==> config.mk <==
export PLATFORM = sky130hd
export DESIGN_NAME = vqcl_merge
export DESIGN_NICKNAME = d
export VERILOG_FILES = /design/src/sv/vqcl_pkg.sv /design/src/sv/vqcl_merge.sv
export SDC_FILE = /design/constraint.sdc
export NUM_CORES = 1
export LEC_CHECK = 0
export ABC_AREA = 1
export BUFFER_PORTS_ARGS = -buffer_cell sky130_fd_sc_hd__buf_2
export CORE_ASPECT_RATIO = 0.7
export CORE_MARGIN = 3
export CORE_UTILIZATION = 51
export CTS_CLUSTER_DIAMETER = 30
export DETAILED_ROUTE_END_ITERATION = 8
export PLACE_DENSITY = 0.78
export SLEW_MARGIN = 20
export SYNTH_ARGS = -nofsm -noshare
export SYNTH_HDL_FRONTEND = slang
export SYNTH_SLANG_ARGS = --single-unit
==> constraint.sdc <==
create_clock -name clk_i -period 3.89 [get_ports clk_i]
set_input_delay 0.389 -clock clk_i [delete_from_list [all_inputs] [get_ports clk_i]]
set_output_delay 0.389 -clock clk_i [all_outputs]
set_load 0.1 [all_outputs]
==> src/sv/vqcl_pkg.sv <==
// ----------------------------------------------------------------------------
// vqcl_pkg: shared definitions for the codebook learning block
// Widths, request codes, register map and the control structs that pass
// between the sequencer, the component lanes and the merge stage.
// ----------------------------------------------------------------------------
package vqcl_pkg;

  // Default codebook depth.
  localparam int VQCL_ENTRIES = 512;

  // Vector geometry and field widths.
  localparam int DIM     = 9;
  localparam int COMP_W  = 16;
  localparam int IDX_W   = 9;
  localparam int DIST_W  = 20;
  localparam int SQ_W    = 2 * COMP_W;
  localparam int GRP_W   = SQ_W + 2;
  localparam int SUM_W   = SQ_W + 4;
  localparam int RATE_W  = 16;
  localparam int REQ_W   = 2;

  // Stream word layout.
  localparam int IN_BITS     = IDX_W + DIM * COMP_W;
  localparam int IN_DATA_W   = ((IN_BITS + 7) / 8) * 8;
  localparam int OUT_BITS    = IDX_W + DIST_W + DIM * COMP_W;
  localparam int OUT_DATA_W  = ((OUT_BITS + 7) / 8) * 8;
  localparam int OUT_WORD_LO = IDX_W + DIST_W;

  // Configuration port.
  localparam int PADDR_W = 3;
  localparam int PDATA_W = 32;
  localparam logic REG_LEARNING_RATE = 1'b0;
  localparam logic [RATE_W-1:0] RATE_RESET = 16'd1638;

  // Request codes.
  localparam logic [REQ_W-1:0] REQ_LOAD  = 2'd0;
  localparam logic [REQ_W-1:0] REQ_TRAIN = 2'd1;
  localparam logic [REQ_W-1:0] REQ_READ  = 2'd2;
  localparam logic [REQ_W-1:0] REQ_NONE  = 2'd3;

  typedef logic [COMP_W-1:0] comp_t;
  typedef logic [SQ_W-1:0]   sq_t;

  // Per-cycle commands to every lane.
  typedef struct packed {
    logic rd_en;    // read the codeword component at the address
    logic ld_wr;    // write the input component at the address
    logic upd_mul;  // form learning_rate * |x - w| from the read data
    logic upd_wr;   // write the nudged component back
  } lane_ctrl_t;

  // Tag that travels alongside each scanned codeword.
  typedef struct packed {
    logic valid;
    logic first;
    logic last;
  } scan_tag_t;

endpackage

==> src/sv/vqcl_merge.sv <==
// ----------------------------------------------------------------------------
// vqcl_merge: distance sum and winner search
// Adds the nine lane squares in a two-level registered tree and keeps the
// smallest total seen in the scan, lowest index on a tie.
// ----------------------------------------------------------------------------
module vqcl_merge #(
  parameter int ENTRIES = vqcl_pkg::VQCL_ENTRIES
) (
  input  logic                       clk_i,
  input  logic                       rst_ni,
  input  vqcl_pkg::scan_tag_t        tag_i,
  input  logic [$clog2(ENTRIES)-1:0] idx_i,
  input  vqcl_pkg::sq_t              sq_i [vqcl_pkg::DIM],
  output logic                       done_o,
  output logic [vqcl_pkg::SUM_W-1:0] best_o,
  output logic [$clog2(ENTRIES)-1:0] win_o
);
  import vqcl_pkg::*;

  localparam int AW   = $clog2(ENTRIES);
  localparam int NGRP = DIM / 3;

  logic [GRP_W-1:0] grp_d [NGRP];
  logic [GRP_W-1:0] grp_q [NGRP];
  scan_tag_t        a_tag_q;
  logic [AW-1:0]    a_idx_q;
  logic [SUM_W-1:0] tot_d;
  logic [SUM_W-1:0] tot_q;
  scan_tag_t        b_tag_q;
  logic [AW-1:0]    b_idx_q;
  logic [SUM_W-1:0] best_q;
  logic [AW-1:0]    win_q;
  logic             done_q;

  // First level: three groups of three squares.
  always_comb begin
    for (int g = 0; g < NGRP; g++) begin
      grp_d[g] = GRP_W'(sq_i[3*g]) + GRP_W'(sq_i[3*g+1]) + GRP_W'(sq_i[3*g+2]);
    end
  end

  // Second level: total distance.
  always_comb begin
    tot_d = '0;
    for (int g = 0; g < NGRP; g++) begin
      tot_d = tot_d + SUM_W'(grp_q[g]);
    end
  end

  // Tag pipeline.
  always_ff @(posedge clk_i or negedge rst_ni) begin
    if (!rst_ni) begin
      a_tag_q <= '0;
      b_tag_q <= '0;
      done_q  <= 1'b0;
    end else begin
      a_tag_q <= tag_i;
      b_tag_q <= a_tag_q;
      done_q  <= b_tag_q.valid & b_tag_q.last;
    end
  end

  // Sums and running minimum.
  always_ff @(posedge clk_i) begin
    grp_q   <= grp_d;
    a_idx_q <= idx_i;
    tot_q   <= tot_d;
    b_idx_q <= a_idx_q;
    if (b_tag_q.valid && (b_tag_q.first || (tot_q < best_q))) begin
      best_q <= tot_q;
      win_q  <= b_idx_q;
    end
  end

  assign done_o = done_q;
  assign best_o = best_q;
  assign win_o  = win_q;

endmodule

==> flow_summary_export.csv <==
group,metric,value,unit
logic_synthesis,synthAdderAreaFrac,27.6,%
worst_setup_path,cp_max_fo,4,
sta,rsz0062_at_grt,"false",
worst_hold_path,hold_class,"in -> async",
floorplan,initial_core_util,52.2,%
power,leakagePower,10.7,nW
routing,drcViolationCount,0,
logic_synthesis,synth-simple-area-share,25.3,%
sta,setup_slack,1130,ps
outcome,status,"complete, no violations",
clock_tree,post_cts_buffers,0,
logic_synthesis,ys_warn_count,0,
logic_synthesis,yosysSeqAreaShare,27.4,%
floorplan,fp.dieH,159,um
power,powerDensity,1000,nW/um^2
floorplan,dieWidth,224,um
sta,max_freq,363,MHz
sta,slew_headroom,56.3,%
floorplan,die_area,35600,um^2
worst_setup_path,worstSetupPathType,"reg -> reg",
routing,ant_nets,0,
global_route,antenna_found_initial,1,
sta,finalCriticalPeriod,2760,ps
global_route,grt_pass1_wl,87300,um
routing,viasPerCell,5.32,
finish,final_cell_mix,"nand2_1 (618), buf_2 (347), inv_1 (322), nor2_1 (186), a21oi_1 (162)",
logic_synthesis,synth_edf_count,45,
logic_synthesis,synth_fp_nets,2808,
worst_setup_path,worst_ep_arrival_time,3180,ps
routing,drtIter0Drc,1604,
clock_tree,cts_sinks,208,
logic_synthesis,synth_area_leader_cell,"dfxtp_1",
logic_synthesis,post_synth_instance_area,17000,um^2
logic_synthesis,ys_async_sr_fraction,3.37,%
sta,finalSetupViolations,0,
logic_synthesis,synth_top_family_by_area,"adder cells",
clock_tree,hold_buffers,13,
job,cap_viol_max_count,0,
routing,first_pass_iters,6,
clock_tree,cts-buffers-inserted,40,
sta,tightest_slew,654,ps
sta,tns,0,ps
placement,dp_hpwl,47100,um
logic_synthesis,netlist_instances,2211,
power,peakVddDrop,574,uV
floorplan,core_area,32600,um^2
logic_synthesis,muxShareOfSynthArea,0,%
placement,numPortBuffers,347,
logic_synthesis,synth_xor_area_share,3.71,%
finish,layout-drive-gt1-share,17.8,%
clock_tree,clk_pin_slew,60,ps
floorplan,rows,55,
sta,drv_slew,0,
clock_tree,cts.path.max_buffers,3,
logic_synthesis,synth_top_area_share,18.4,%
global_route,overflow,0,
logic_synthesis,synth_cell_types,32,
logic_synthesis,synthTopCellsByArea,"dfxtp_1 (18%), fa_1 (16%), nand2_1 (14%)",
sta,skew,35.1,ps
placement,pre_cts_ws,1010,ps
routing,vias,16356,
clock_tree,insertion_delay,540,ps
finish,nNetsFinal,3211,
logic_synthesis,ys_ff_latch,208,
placement,routabilityCongestion,0.961,
logic_synthesis,synth.avg_cell_area,7.69,um^2
routing,wl_per_cell,18.3,um
clock_tree,ctsResizeCount,0,
global_route,grt_max_degree,29,
clock_tree,cts-root-buf,"clkbuf_16",
clock_tree,cts_tree,"done",
clock_tree,htreeDepth,2,
worst_setup_path,crit_path_end_kind,"register",
sta,hold_viol,0,
finish,n_antenna_cell,0,
routing,wl,56300,um
worst_setup_path,critical_path_required,4320,ps
global_route,track_usage,31.3,%
finish,final_common_cell,"nand2_1",
logic_synthesis,synth_compound_area_share,8.87,%
logic_synthesis,synth-main-ff-cell,"dfxtp_1",
global_route,grt_pass1_vias,16037,
finish,area_growth,22.3,%
worst_setup_path,worstSetupStartpointType,"register",
floorplan,ios,348,
sta,min_period_over_period,70.8,%
-- power by group --
group / internal (mW) / switching (mW) / total (mW)
sequential: 3.31 / 0.634 / 3.94
combinational: 4.12 / 9.27 / 13.4
clock: 2.11 / 1.34 / 3.45
-- routing by layer --
layer  vias up  part of all wire, %  track usage [%]
li1       7939                    -                -
met4         0                  1.3             5.23
met3        54                  9.6             5.43
met5         -                    0                0
met2       803                   43             47.9
met1      7560                   46             47.1
-- layout make-up --
type	count	area (um^2)
fillers	2804	11800
multi-input cells	1678	11100
flip-flops and latches	208	4650
repair buffers	361	1890
inverters	325	1220
clock buffers	45	1060
well taps	427	534
clock inverters	29	300
-- Yosys cell counts, drive strengths merged, types with 29 or more instances --
library cell,count
nand3,116
o21ai,86
nor3,42
fa,134
nand4,29
edfxtp,45
nand2,640
nor2,195
ha,161
dfxtp,156
a21oi,163
inv,325
xor2,70
-- flip-flops by register name, indices dropped and copies added (netlist names), 3 cells and up --
| register | count |
|---|---|
| grp_q | 102 |
| best_o | 36 |
| tot_q | 36 |
| a_idx_q | 9 |
| b_idx_q | 9 |
| win_o | 9 |
| a_tag_q | 3 |
| b_tag_q | 3 |
-- path summary, 6_finish.rpt --
path / slack (ps) / cells after the start / startpoint / to
max in group asynchronous: 3490 / 2 / rst_ni / b_tag_q[1]$_DFF_PN0_
max: 1130 / 14 / grp_q[1]$_DFF_P_ / tot_q[23]$_DFF_P_
max reg2reg: 1130 / 14 / grp_q[1]$_DFF_P_ / tot_q[23]$_DFF_P_
min reg2reg: 330 / 0 / a_idx_q[8]$_DFF_P_ / b_idx_q[8]$_DFF_P_
min: 240 / 2 / rst_ni / a_tag_q[2]$_DFF_PN0_
min in group clk_i: 250 / 4 / sq_i[32] / grp_q[0]$_DFF_P_
-- worst max-delay path, cell delays in order (launching register included) --
cell	delay [ps]
dfxtp_1	320
fa_1	540
ha_1	220
inv_1	80
fa_1	460
inv_1	130
nand3_1	90
nand2_1	170
nand2_1	90
nand2_2	90
nand3_1	70
nand2_1	150
nand2_1	90
nand3_1	80
nand2_1	70
-- through the flow --
step | instances | util, % | power, mW | area, um^2 | hold slack, ps
floorplan | 2211 | - | 13.0 | 17000 | 93.4
global placement | 2986 | 59.3 | 16.7 | 19300 | 219
detailed placement | 2986 | 59.3 | 16.9 | 19300 | 225
CTS | 3073 | 63.9 | 20.5 | 20800 | 192
global route | 3073 | 63.9 | 22.4 | 20800 | 237
finish | 3073 | 63.9 | 20.8 | 20800 | 238
-- cell families after synthesis --
| kind of cell | count (synthesis) |
|---|---|
| simple gates | 1029 |
| compound gates | 282 |
| xor+xnor | 72 |
| flops | 208 |
| buf+inv | 325 |
| fa+ha+maj | 295 |
No activity file was read; power rests on OpenSTA's default activity.
